## config.mk

```make
export PLATFORM = sky130hd
export DESIGN_NAME = ds_twr_ranging_responder
export DESIGN_NICKNAME = d
export VERILOG_FILES = /design/src/design/dstwr_pkg.sv /design/src/design/dstwr_dist.sv /design/src/design/ds_twr_ranging_responder.sv
export SDC_FILE = /design/constraint.sdc
export NUM_CORES = 2
export LEC_CHECK = 0
export BUFFER_PORTS_ARGS = -buffer_cell sky130_fd_sc_hd__buf_2
export CAP_MARGIN = 20
export CORE_MARGIN = 4
export CORE_UTILIZATION = 30
export DETAILED_ROUTE_END_ITERATION = 16
export SLEW_MARGIN = 25
export SYNTH_ARGS = -nofsm -noshare
export SYNTH_HDL_FRONTEND = slang
export SYNTH_HIERARCHICAL = 1
export SYNTH_SLANG_ARGS = --single-unit
```

## constraint.sdc

```tcl
create_clock -name i_clk -period 5.9 [get_ports i_clk]
set_input_delay 0.885 -clock i_clk [delete_from_list [all_inputs] [get_ports i_clk]]
set_output_delay 0.885 -clock i_clk [all_outputs]
set_load 0.01 [all_outputs]
```

## src/design/dstwr_pkg.sv

```systemverilog
// Package for the DS-TWR ranging responder: constants, status codes, shared types.
// No dependencies.
package dstwr_pkg;
    localparam int PacketBytes = 17;
    localparam logic [19:0] TofScaleQ16 = 20'd314764;
    localparam logic [4:0] CountSat = 5'd18;
    localparam logic [31:0] ReplyDelayRst = 32'd771204000;
    localparam logic [19:0] MaxDistRst = 20'd102400;

    typedef enum logic [1:0] {
        ST_REPLY  = 2'd0,
        ST_BADLEN = 2'd1,
        ST_PARITY = 2'd2,
        ST_DONE   = 2'd3
    } t_status;

    typedef enum logic [1:0] {
        CFG_INIT  = 2'd0,
        CFG_DELAY = 2'd1,
        CFG_MAXD  = 2'd2
    } t_cfg_idx;

    // Handshake between the sequencer and the distance unit.
    typedef struct packed {
        logic start;
    } t_dist_req;

    typedef struct packed {
        logic done;
        logic dv;
    } t_dist_rsp;
endpackage

```

## src/design/dstwr_dist.sv

```systemverilog
// Bit-serial DS-TWR distance unit: shift-add multipliers and restoring divider.
// Depends on dstwr_pkg.
module dstwr_dist
    import dstwr_pkg::*;
(
    input  logic        i_clk,
    input  logic        i_rst_n,
    input  t_dist_req   i_req,
    input  logic [31:0] i_ra,
    input  logic [31:0] i_rb,
    input  logic [31:0] i_da,
    input  logic [31:0] i_db,
    input  logic [19:0] i_max,
    output t_dist_rsp   o_rsp,
    output logic [19:0] o_dist
);
    typedef enum logic [5:0] {
        S_IDLE = 6'b000001, S_MUL1 = 6'b000010, S_MUL2 = 6'b000100,
        S_MUL3 = 6'b001000, S_DIV  = 6'b010000, S_FIN  = 6'b100000
    } t_state;

    t_state r_state, n_state;
    logic [6:0]  r_cnt, n_cnt;
    logic [63:0] r_acc, n_acc;     // multiplier accumulator
    logic [63:0] r_mcand, n_mcand;
    logic [31:0] r_mplier, n_mplier;
    logic [63:0] r_p, n_p;         // ra*rb
    logic [33:0] r_sum, n_sum;
    logic [83:0] r_num, n_num;     // scaled numerator, shifted out MSB first
    logic [50:0] r_rem, n_rem;
    logic        r_over, n_over;
    logic [31:0] r_quo, n_quo;
    logic        r_bad, n_bad;
    logic        r_done, n_done;
    logic        r_dv, n_dv;
    logic [19:0] r_dist, n_dist;

    logic [63:0] w_add;
    logic [51:0] w_sh;
    logic [50:0] w_div;
    logic [6:0]  w_bitpos;

    assign w_add  = r_mplier[0] ? r_acc + r_mcand : r_acc;
    assign w_div  = {1'b0, r_sum, 16'd0};
    assign w_sh   = {r_rem, r_num[83]};
    assign w_bitpos = 7'd83 - r_cnt;

    always_comb begin
        n_state = r_state; n_cnt = r_cnt; n_acc = r_acc; n_mcand = r_mcand;
        n_mplier = r_mplier; n_p = r_p; n_sum = r_sum; n_num = r_num;
        n_rem = r_rem; n_over = r_over; n_quo = r_quo; n_bad = r_bad;
        n_done = 1'b0; n_dv = r_dv; n_dist = r_dist;
        unique case (r_state)
            S_IDLE: begin
                if (i_req.start) begin
                    n_state  = S_MUL1;
                    n_cnt    = '0;
                    n_acc    = '0;
                    n_mcand  = {32'd0, i_ra};
                    n_mplier = i_rb;
                    n_sum    = {2'b0, i_ra} + {2'b0, i_rb} + {2'b0, i_da} + {2'b0, i_db};
                end
            end
            S_MUL1: begin
                n_acc = w_add; n_mcand = {r_mcand[62:0], 1'b0};
                n_mplier = {1'b0, r_mplier[31:1]}; n_cnt = r_cnt + 7'd1;
                if (r_cnt == 7'd31) begin
                    n_p = w_add; n_acc = '0; n_cnt = '0;
                    n_mcand = {32'd0, i_da}; n_mplier = i_db;
                    n_state = S_MUL2;
                end
            end
            S_MUL2: begin
                n_acc = w_add; n_mcand = {r_mcand[62:0], 1'b0};
                n_mplier = {1'b0, r_mplier[31:1]}; n_cnt = r_cnt + 7'd1;
                if (r_cnt == 7'd31) begin
                    // Numerator must be positive and the time sum nonzero.
                    n_bad = (r_p <= w_add) || (r_sum == '0);
                    n_mcand = r_p - w_add;
                    n_acc = '0; n_cnt = '0;
                    n_mplier = {12'd0, TofScaleQ16};
                    n_num = '0;
                    n_state = S_MUL3;
                end
            end
            S_MUL3: begin
                // Scale multiply over 20 bits of the constant into 84 bits.
                if (r_mplier[0])
                    n_num = r_num + ({20'd0, r_mcand} << r_cnt[4:0]);
                n_mplier = {1'b0, r_mplier[31:1]}; n_cnt = r_cnt + 7'd1;
                if (r_cnt == 7'd19) begin
                    n_cnt = '0; n_rem = '0; n_over = 1'b0; n_quo = '0;
                    n_state = S_DIV;
                end
            end
            S_DIV: begin
                n_num = {r_num[82:0], 1'b0};
                n_cnt = r_cnt + 7'd1;
                if (w_sh >= {1'b0, w_div}) begin
                    n_rem = 51'(w_sh - {1'b0, w_div});
                    if (w_bitpos >= 7'd32) n_over = 1'b1;
                    n_quo = {r_quo[30:0], 1'b1};
                end else begin
                    n_rem = w_sh[50:0];
                    n_quo = {r_quo[30:0], 1'b0};
                end
                if (r_cnt == 7'd83) n_state = S_FIN;
            end
            S_FIN: begin
                n_dv = !r_bad && !r_over && (r_quo != '0) && (r_quo < {12'd0, i_max});
                n_dist = n_dv ? r_quo[19:0] : '0;
                n_done = 1'b1;
                n_state = S_IDLE;
            end
            default: n_state = S_IDLE;
        endcase
    end

    always_ff @(posedge i_clk) begin
        if (!i_rst_n) begin
            r_state <= S_IDLE; r_done <= 1'b0;
        end else begin
            r_state <= n_state; r_done <= n_done;
        end
        r_cnt <= n_cnt; r_acc <= n_acc; r_mcand <= n_mcand; r_mplier <= n_mplier;
        r_p <= n_p; r_sum <= n_sum; r_num <= n_num; r_rem <= n_rem;
        r_over <= n_over; r_quo <= n_quo; r_bad <= n_bad; r_dv <= n_dv;
        r_dist <= n_dist;
    end

    assign o_rsp.done = r_done;
    assign o_rsp.dv   = r_dv;
    assign o_dist     = r_dist;
endmodule

```

## src/design/ds_twr_ranging_responder.sv

```systemverilog
// DS-TWR ranging responder top level: parser, sequencer, reply emitter; uses dstwr_pkg, dstwr_dist.
// A rejected packet's status transaction is offered in the cycle after its final byte; a reply to
// packets 0 to 2 is offered once S_CALC is done, and packets numbered 3 or more wait in S_WAIT for
// the bit-serial distance unit (two 32-bit multiplies, a 20-bit scale multiply, an 84-bit divide).
// Reply bytes advance while i_ready; input bytes wait until a packet's last result is gone.
// Reset is synchronous, active low: control state, packet words, schedule and configuration reload.
module ds_twr_ranging_responder
    import dstwr_pkg::*;
#(
    parameter int PACKET_BYTES = PacketBytes
) (
    input  logic        i_clk,
    input  logic        i_rst_n,
    input  logic        i_valid,
    output logic        o_ready,
    input  logic [7:0]  i_rx_byte,
    input  logic        i_rx_last,
    input  logic [39:0] i_rx_time,
    output logic        o_valid,
    input  logic        i_ready,
    output logic [7:0]  o_tx_byte,
    output logic        o_tx_valid,
    output logic        o_tx_last,
    output logic [31:0] o_tx_start_time,
    output logic [19:0] o_distance_q10,
    output logic        o_distance_valid,
    output logic [1:0]  o_status,
    input  logic        i_cfg_valid,
    output logic        o_cfg_ready,
    input  logic [1:0]  i_cfg_index,
    input  logic [31:0] i_cfg_data
);
    // The sequencer is one-hot: receive bytes; for a packet that passes its checks, compute
    // or wait on the distance unit, then emit the single status transaction or the reply bytes.
    typedef enum logic [3:0] {
        S_RX   = 4'b0001,
        S_CALC = 4'b0010,
        S_WAIT = 4'b0100,
        S_EMIT = 4'b1000
    } t_state;

    t_state      r_state, n_state;
    logic        r_is_init;
    logic [31:0] r_delay;
    logic [19:0] r_maxd;
    logic [4:0]  r_cnt, n_cnt;
    logic [7:0]  r_seq, n_seq;
    logic [31:0] r_pround, n_pround, r_pdelay, n_pdelay, r_eown, n_eown;
    logic [39:0] r_sched, n_sched;
    logic [39:0] r_rxt, n_rxt;
    logic [31:0] r_round, n_round;
    logic [31:0] r_own, n_own;
    logic [1:0]  r_st, n_st;
    logic [4:0]  r_oidx, n_oidx;
    logic        r_oval, n_oval;
    logic        r_multi, n_multi;
    logic [19:0] r_dist, n_dist;
    logic        r_dv, n_dv;
    logic        w_in_acc, w_out_acc;
    t_dist_req   w_req;
    t_dist_rsp   w_rsp;
    logic [19:0] w_dist;
    logic [39:0] w_sched_new;
    logic [7:0]  w_rbyte;
    logic [31:0] w_word;

    assign o_ready     = (r_state == S_RX);
    assign o_cfg_ready = 1'b1;
    assign w_in_acc    = i_valid && o_ready;
    assign w_out_acc   = r_oval && i_ready;
    assign w_req.start = (r_state == S_CALC) && (r_seq >= 8'd3);
    assign w_sched_new = (r_rxt + {8'd0, r_delay}) & 40'hfffffffe00;

    dstwr_dist u_dist (
        .i_clk   (i_clk),
        .i_rst_n (i_rst_n),
        .i_req   (w_req),
        .i_ra    (r_round),
        .i_rb    (r_pround),
        .i_da    (r_eown),
        .i_db    (r_pdelay),
        .i_max   (r_maxd),
        .o_rsp   (w_rsp),
        .o_dist  (w_dist)
    );

    // Reply byte selection: word number and lane from the output index.
    always_comb begin
        w_word = '0;
        if (r_oidx >= 5'd1 && r_oidx <= 5'd4)       w_word = r_round;
        else if (r_oidx >= 5'd5 && r_oidx <= 5'd8)  w_word = r_own;
        else if (r_oidx >= 5'd9 && r_oidx <= 5'd12) w_word = r_pdelay;
        w_rbyte = (r_oidx == 5'd0) ? r_seq + 8'd1 : 8'(w_word >> {(r_oidx - 5'd1) & 5'd3, 3'd0});
    end

    always_comb begin
        n_state = r_state; n_cnt = r_cnt; n_seq = r_seq; n_pround = r_pround;
        n_pdelay = r_pdelay; n_eown = r_eown; n_sched = r_sched; n_rxt = r_rxt;
        n_round = r_round; n_own = r_own; n_st = r_st; n_oidx = r_oidx;
        n_oval = r_oval; n_multi = r_multi; n_dist = r_dist; n_dv = r_dv;
        unique case (r_state)
            S_RX: begin
                if (w_in_acc) begin
                    if (r_cnt < 5'(PACKET_BYTES)) begin
                        if (r_cnt == 5'd0) n_seq = i_rx_byte;
                        else if (r_cnt <= 5'd4)
                            n_pround[{r_cnt[1:0] - 2'd1, 3'd0} +: 8] = i_rx_byte;
                        else if (r_cnt <= 5'd8)
                            n_pdelay[{r_cnt[1:0] - 2'd1, 3'd0} +: 8] = i_rx_byte;
                        else if (r_cnt <= 5'd12)
                            n_eown[{r_cnt[1:0] - 2'd1, 3'd0} +: 8] = i_rx_byte;
                    end
                    n_cnt = (r_cnt < CountSat) ? r_cnt + 5'd1 : r_cnt;
                    if (i_rx_last) begin
                        n_cnt = '0;
                        n_rxt = i_rx_time;
                        n_round = 32'(i_rx_time - r_sched);
                        n_dist = '0; n_dv = 1'b0; n_oidx = '0; n_multi = 1'b0;
                        if (r_cnt + 5'd1 != 5'(PACKET_BYTES) || r_cnt >= CountSat) begin
                            n_st = ST_BADLEN; n_oval = 1'b1; n_state = S_EMIT;
                        end else if (r_is_init != n_seq[0]) begin
                            n_st = ST_PARITY; n_oval = 1'b1; n_state = S_EMIT;
                        end else begin
                            n_state = S_CALC;
                        end
                    end
                end
            end
            S_CALC: begin
                n_state = (r_seq >= 8'd3) ? S_WAIT : S_EMIT;
                if (r_seq < 8'd3) begin
                    n_sched = w_sched_new;
                    n_own = 32'(w_sched_new - r_rxt);
                    n_st = ST_REPLY; n_multi = 1'b1; n_oval = 1'b1;
                end
            end
            S_WAIT: begin
                if (w_rsp.done) begin
                    n_dist = w_dist; n_dv = w_rsp.dv; n_oval = 1'b1;
                    n_state = S_EMIT;
                    if (r_seq >= 8'd4) begin
                        n_st = ST_DONE;
                    end else begin
                        n_sched = w_sched_new;
                        n_own = 32'(w_sched_new - r_rxt);
                        n_st = ST_REPLY; n_multi = 1'b1;
                    end
                end
            end
            S_EMIT: begin
                if (w_out_acc) begin
                    if (!r_multi || r_oidx == 5'(PACKET_BYTES - 1)) begin
                        n_oval = 1'b0; n_state = S_RX;
                    end else begin
                        n_oidx = r_oidx + 5'd1;
                    end
                end
            end
            default: n_state = S_RX;
        endcase
    end

    always_ff @(posedge i_clk) begin
        if (!i_rst_n) begin
            r_state <= S_RX; r_cnt <= '0; r_seq <= '0; r_pround <= '0;
            r_pdelay <= '0; r_eown <= '0; r_sched <= '0; r_oval <= 1'b0;
            r_is_init <= 1'b0; r_delay <= ReplyDelayRst; r_maxd <= MaxDistRst;
        end else begin
            r_state <= n_state; r_cnt <= n_cnt; r_seq <= n_seq;
            r_pround <= n_pround; r_pdelay <= n_pdelay; r_eown <= n_eown;
            r_sched <= n_sched; r_oval <= n_oval;
            if (i_cfg_valid) begin
                unique case (i_cfg_index)
                    CFG_INIT:  r_is_init <= i_cfg_data[0];
                    CFG_DELAY: r_delay <= i_cfg_data;
                    CFG_MAXD:  r_maxd <= i_cfg_data[19:0];
                    default: ;
                endcase
            end
        end
        r_rxt <= n_rxt; r_round <= n_round; r_own <= n_own; r_st <= n_st;
        r_oidx <= n_oidx; r_multi <= n_multi; r_dist <= n_dist; r_dv <= n_dv;
    end

    assign o_valid          = r_oval;
    assign o_tx_byte        = r_multi ? w_rbyte : 8'd0;
    assign o_tx_valid       = r_multi;
    assign o_tx_last        = !r_multi || (r_oidx == 5'(PACKET_BYTES - 1));
    assign o_tx_start_time  = r_multi ? r_sched[39:8] : 32'd0;
    assign o_distance_q10   = r_dist;
    assign o_distance_valid = r_dv;
    assign o_status         = r_st;

    // Results are only offered outside the receive state.
    a_no_out_in_rx: assert property (@(posedge i_clk) disable iff (!i_rst_n)
        r_state == S_RX |-> !o_valid) else $error("result offered while receiving");
    // A reported distance always lies under the configured limit.
    a_dist_limit: assert property (@(posedge i_clk) disable iff (!i_rst_n)
        o_valid && o_distance_valid |-> o_distance_q10 < r_maxd && o_distance_q10 != '0)
        else $error("distance out of range");
    // Status transactions carry no reply byte.
    a_status_single: assert property (@(posedge i_clk) disable iff (!i_rst_n)
        o_valid && o_status != ST_REPLY |-> !o_tx_valid && o_tx_last)
        else $error("status transaction malformed");
endmodule
```

==> run_results.csv <==
group,metric,value,unit
status,status,"completed",
pwr,power_density,233,nW/um2
worst_hold_path,hp-class,"in2reg",
worst_setup_path,path_max_fanout,5,
die,core,188000,um2
timing,fin_hold_ws,0.344,ns
drt,vias,48000,
drt,drt-total-wl,186000,um
timing,worst_slew_pin_slew,1.07,ns
drt,ant_nets,0,
timing,period_share,97.0,%
clocking,cts_tree,"built",
placement,place.port_buffers,153,
worst_setup_path,path_depth,22,
logic_synthesis,synth_seq_cells,784,
logic_synthesis,syn_area,57000,um2
clocking,clkLatencyLatePin,0.72,ns
global_routing,antenna_found_initial,9,
worst_setup_path,path_cells,"ha_1, nand3_1, or3_1, a211o_1, a31oi_4, a21oi_4, o21ai_2, a21oi_2, o21ai_1, xor2_1, mux2i_1, ha_1, nand2_2, or4_4, or3_4, a2111o_1, nor3b_4, o2111ai_2, o211ai_2, o31ai_2, xnor2_1, o21ai_1",
run,maxCapViolCount,0,
timing,finalClockSkew,0.0336,ns
worst_setup_path,cp-endpoint,"u_dist/r_mcand[61]",
worst_setup_path,cpPeakStageDelay,0.51,ns
clocking,cts_sinks,784,
worst_hold_path,min_delay_path_depth,1,
worst_setup_path,arrival,6.15,ns
timing,worst_slack,0.176,ns
logic_synthesis,synthTopCellsByArea,"edfxtp_1 (31%), ha_1 (8.8%), dfxtp_1 (7.2%)",
drt,initialDrtViolationCount,4691,
cells_and_area,area_growth,14.3,%
worst_setup_path,critical-path-slowest-cell,"or4_4",
logic_synthesis,ys_seq_area_share,37.7,%
worst_setup_path,crit_start,"u_dist/r_acc[15]",
logic_synthesis,synth_top_area_share,30.5,%
logic_synthesis,ys_warn_count,6,
die,die_width,444,um
worst_setup_path,critPathKind,"reg2reg",
timing,drv_slew,0,
worst_setup_path,r2r_cells,22,
die,initial_core_util,30.3,%
worst_setup_path,critPathTopFamily,"compound AO/OA/AOI/OAI gates",
logic_synthesis,netlist_instances,6089,
cells_and_area,design_area,65100,um2
logic_synthesis,yosys.area.top_type,"edfxtp_1",
timing,setup_viol_count_final,0,
drt,drc,0,
drt,via_per_inst,5.43,
cells_and_area,final_core_util,34.6,%
die,dieArea,197000,um2
timing,period_needed,5.72,ns
drt,met2WireLength,81500,um
timing,maxSlewHeadroom,28.4,%
clocking,numCtsBuffers,87,
die,io-pin-count,156,
placement,dp_hpwl,142000,um
placement,dpl_cell_area,61600,um2
timing,hold_viol,0,
worst_setup_path,worstPathRequired,6.33,ns
worst_setup_path,r2r-start,"u_dist/r_acc[15]",
placement,post-place-ws,-0.365,ns
logic_synthesis,syn_area_per_cell,9.35,um2
global_routing,grt.total_usage,18.2,%
logic_synthesis,async_flop_share,0,%
cells_and_area,fillerInstances,19300,
cells_and_area,final_common_cell,"nand2_1",
logic_synthesis,syn_nets,6648,
global_routing,grt_pass1_vias,46300,
logic_synthesis,synth.distinct_cells,115,
pwr,vdd_drop_max,0.000266,V
global_routing,overflow,0,
die,fp.dieH,444,um
clocking,path_clk_slew,0.06,ns
drt,post_drt_wl_per_cell,21.1,um
global_routing,grt_pass1_wl,282000,um
timing,fmax,0.175,GHz
drt,drt_pre_antenna_iters,7,
worst_setup_path,critPathLaunchType,"flop",
clocking,h-tree-depth,3,
worst_setup_path,rrSetupSlack,0.18,ns
logic_synthesis,synth_edf_count,579,
die,num_rows,159,
worst_setup_path,reg2reg_to,"u_dist/r_mcand[61]",
worst_setup_path,worstPathBufferInverterCount,0,
worst_setup_path,end_kind,"flop",
cells_and_area,nNetsFinal,6825,
drt,met3WireLength,12900,um
cells_and_area,final_cell_mix,"nand2_1 (669), edfxtp_1 (579), a21oi_1 (454)",
global_routing,grt_start_max_net_pins,85,
pwr,total_leakage_power,24.6,nW
pwr,finalPower,15.1,mW
logic_synthesis,ys.flop_type,"edfxtp_1",
drt,wl_met1,85400,um
drt,top_layer_used,"met5",
clocking,cts_max_path_buffers,3,
placement,gp_congestion,0.978,
cells_and_area,layout-drive-gt1-share,12.3,%
clocking,ctsRootBufferMaster,"clkbuf_16",
-- how the worst min path moves through the flow --
stage / startpoint / to / slack [ns]
6_report: i_rx_time[32] / r_rxt[32] / 0.34
5_1_grt: i_rx_time[32] / r_rxt[32] / 0.29
4_1_cts: i_rx_time[32] / r_rxt[32] / 0.28
3_5_place_dp: r_maxd[16] / r_maxd[16] / 0.46
3_3_place_gp: r_sched[19] / r_sched[19] / 0.46
2_1_floorplan: r_sched[27] / r_sched[27] / 0.44
-- logic make-up after synthesis --
logic type | count (synthesis) | share of synthesized area, %
AND/OR/NAND/NOR | 1865 | 15.7
AO/OA/AOI/OAI | 1702 | 18.9
flip-flops | 784 | 37.7
buffers and inverters | 622 | 4.15
adder cells (fa/ha/maj) | 471 | 11.3
XOR/XNOR | 343 | 5.27
multiplexers | 300 | 6.95
other | 2 | 0.0132
-- flip-flops by register name (all words and copies together), names as in the netlist, 5 cells and up --
name,count
u_dist/r_mplier,32
r_oidx,5
u_dist/r_acc,64
r_cnt,5
u_dist/r_rem,51
u_dist/o_dist,20
u_dist/r_state,6
r_eown,32
r_seq,8
r_own,32
r_delay,32
r_rxt,40
r_maxd,20
r_pdelay,32
u_dist/r_p,64
u_dist/r_num,84
r_sched,31
u_dist/r_cnt,7
u_dist/r_quo,32
u_dist/r_sum,34
o_distance_q10,20
u_dist/r_mcand,64
r_pround,32
r_round,23
-- power breakdown --
group | internal [mW] | total, mW | switching [mW]
logic | 1.11 | 2.91 | 1.80
registers | 6.26 | 6.51 | 0.253
clock network | 3.26 | 5.71 | 2.45
total | 10.6 | 15.1 | 4.51
-- final cells by class --
cell class / instances / area, um2 / area share, %
well taps: 2495 / 3120 / 4.80
inverters: 323 / 1210 / 1.86
multi-input cells: 4683 / 33700 / 51.7
diodes: 7 / 17.5 / 0.0269
flip-flops and latches: 784 / 21500 / 33.0
clock buffers: 109 / 2330 / 3.58
clock inverters: 49 / 569 / 0.875
repair buffers: 387 / 2660 / 4.09
-- synth_stat cells, drive strengths merged (22+ instances only) --
cell type / number
a211oi: 58
a21boi: 96
a21o: 164
a21oi: 467
a222oi: 35
a22oi: 39
a31oi: 53
and2: 159
and3: 54
buf: 39
clkbuf: 260
dfxtp: 205
edfxtp: 579
fa: 69
ha: 402
inv: 321
mux2: 55
mux2i: 174
mux4: 71
nand2: 673
nand2b: 74
nand3: 149
nand4: 80
nor2: 402
nor2b: 59
nor3: 71
nor4: 46
o211ai: 22
o21a: 41
o21ai: 474
o21bai: 57
o31ai: 27
xnor2: 213
xor2: 130
-- through the flow --
stage / TNS (ns) / std cells
5_1_grt: -0.0202 / 8832
3_3_place_gp: -0.487 / 8660
6_report: 0 / 8837
4_1_cts: 0 / 8821
2_1_floorplan: 0 / 6089
3_5_place_dp: -0.716 / 8662
-- metal layers --
layer	vias up	GRT usage (%)
met3	297	2.77
met4	2	6.14
li1	22700	-
met1	23300	25.8
met5	-	0
met2	1697	28.3
-- what timing repair did --
action / in CTS / in global routing
setup endpoints to repair: 9 / 20
endpoints found under the hold margin: 0 / 0
hold buffers: 0 / 0
pin swaps: 2 / 21
setup buffers: 1 / 8
gates resized for setup: 6 / 67
Power figures use the tool's default switching activity.
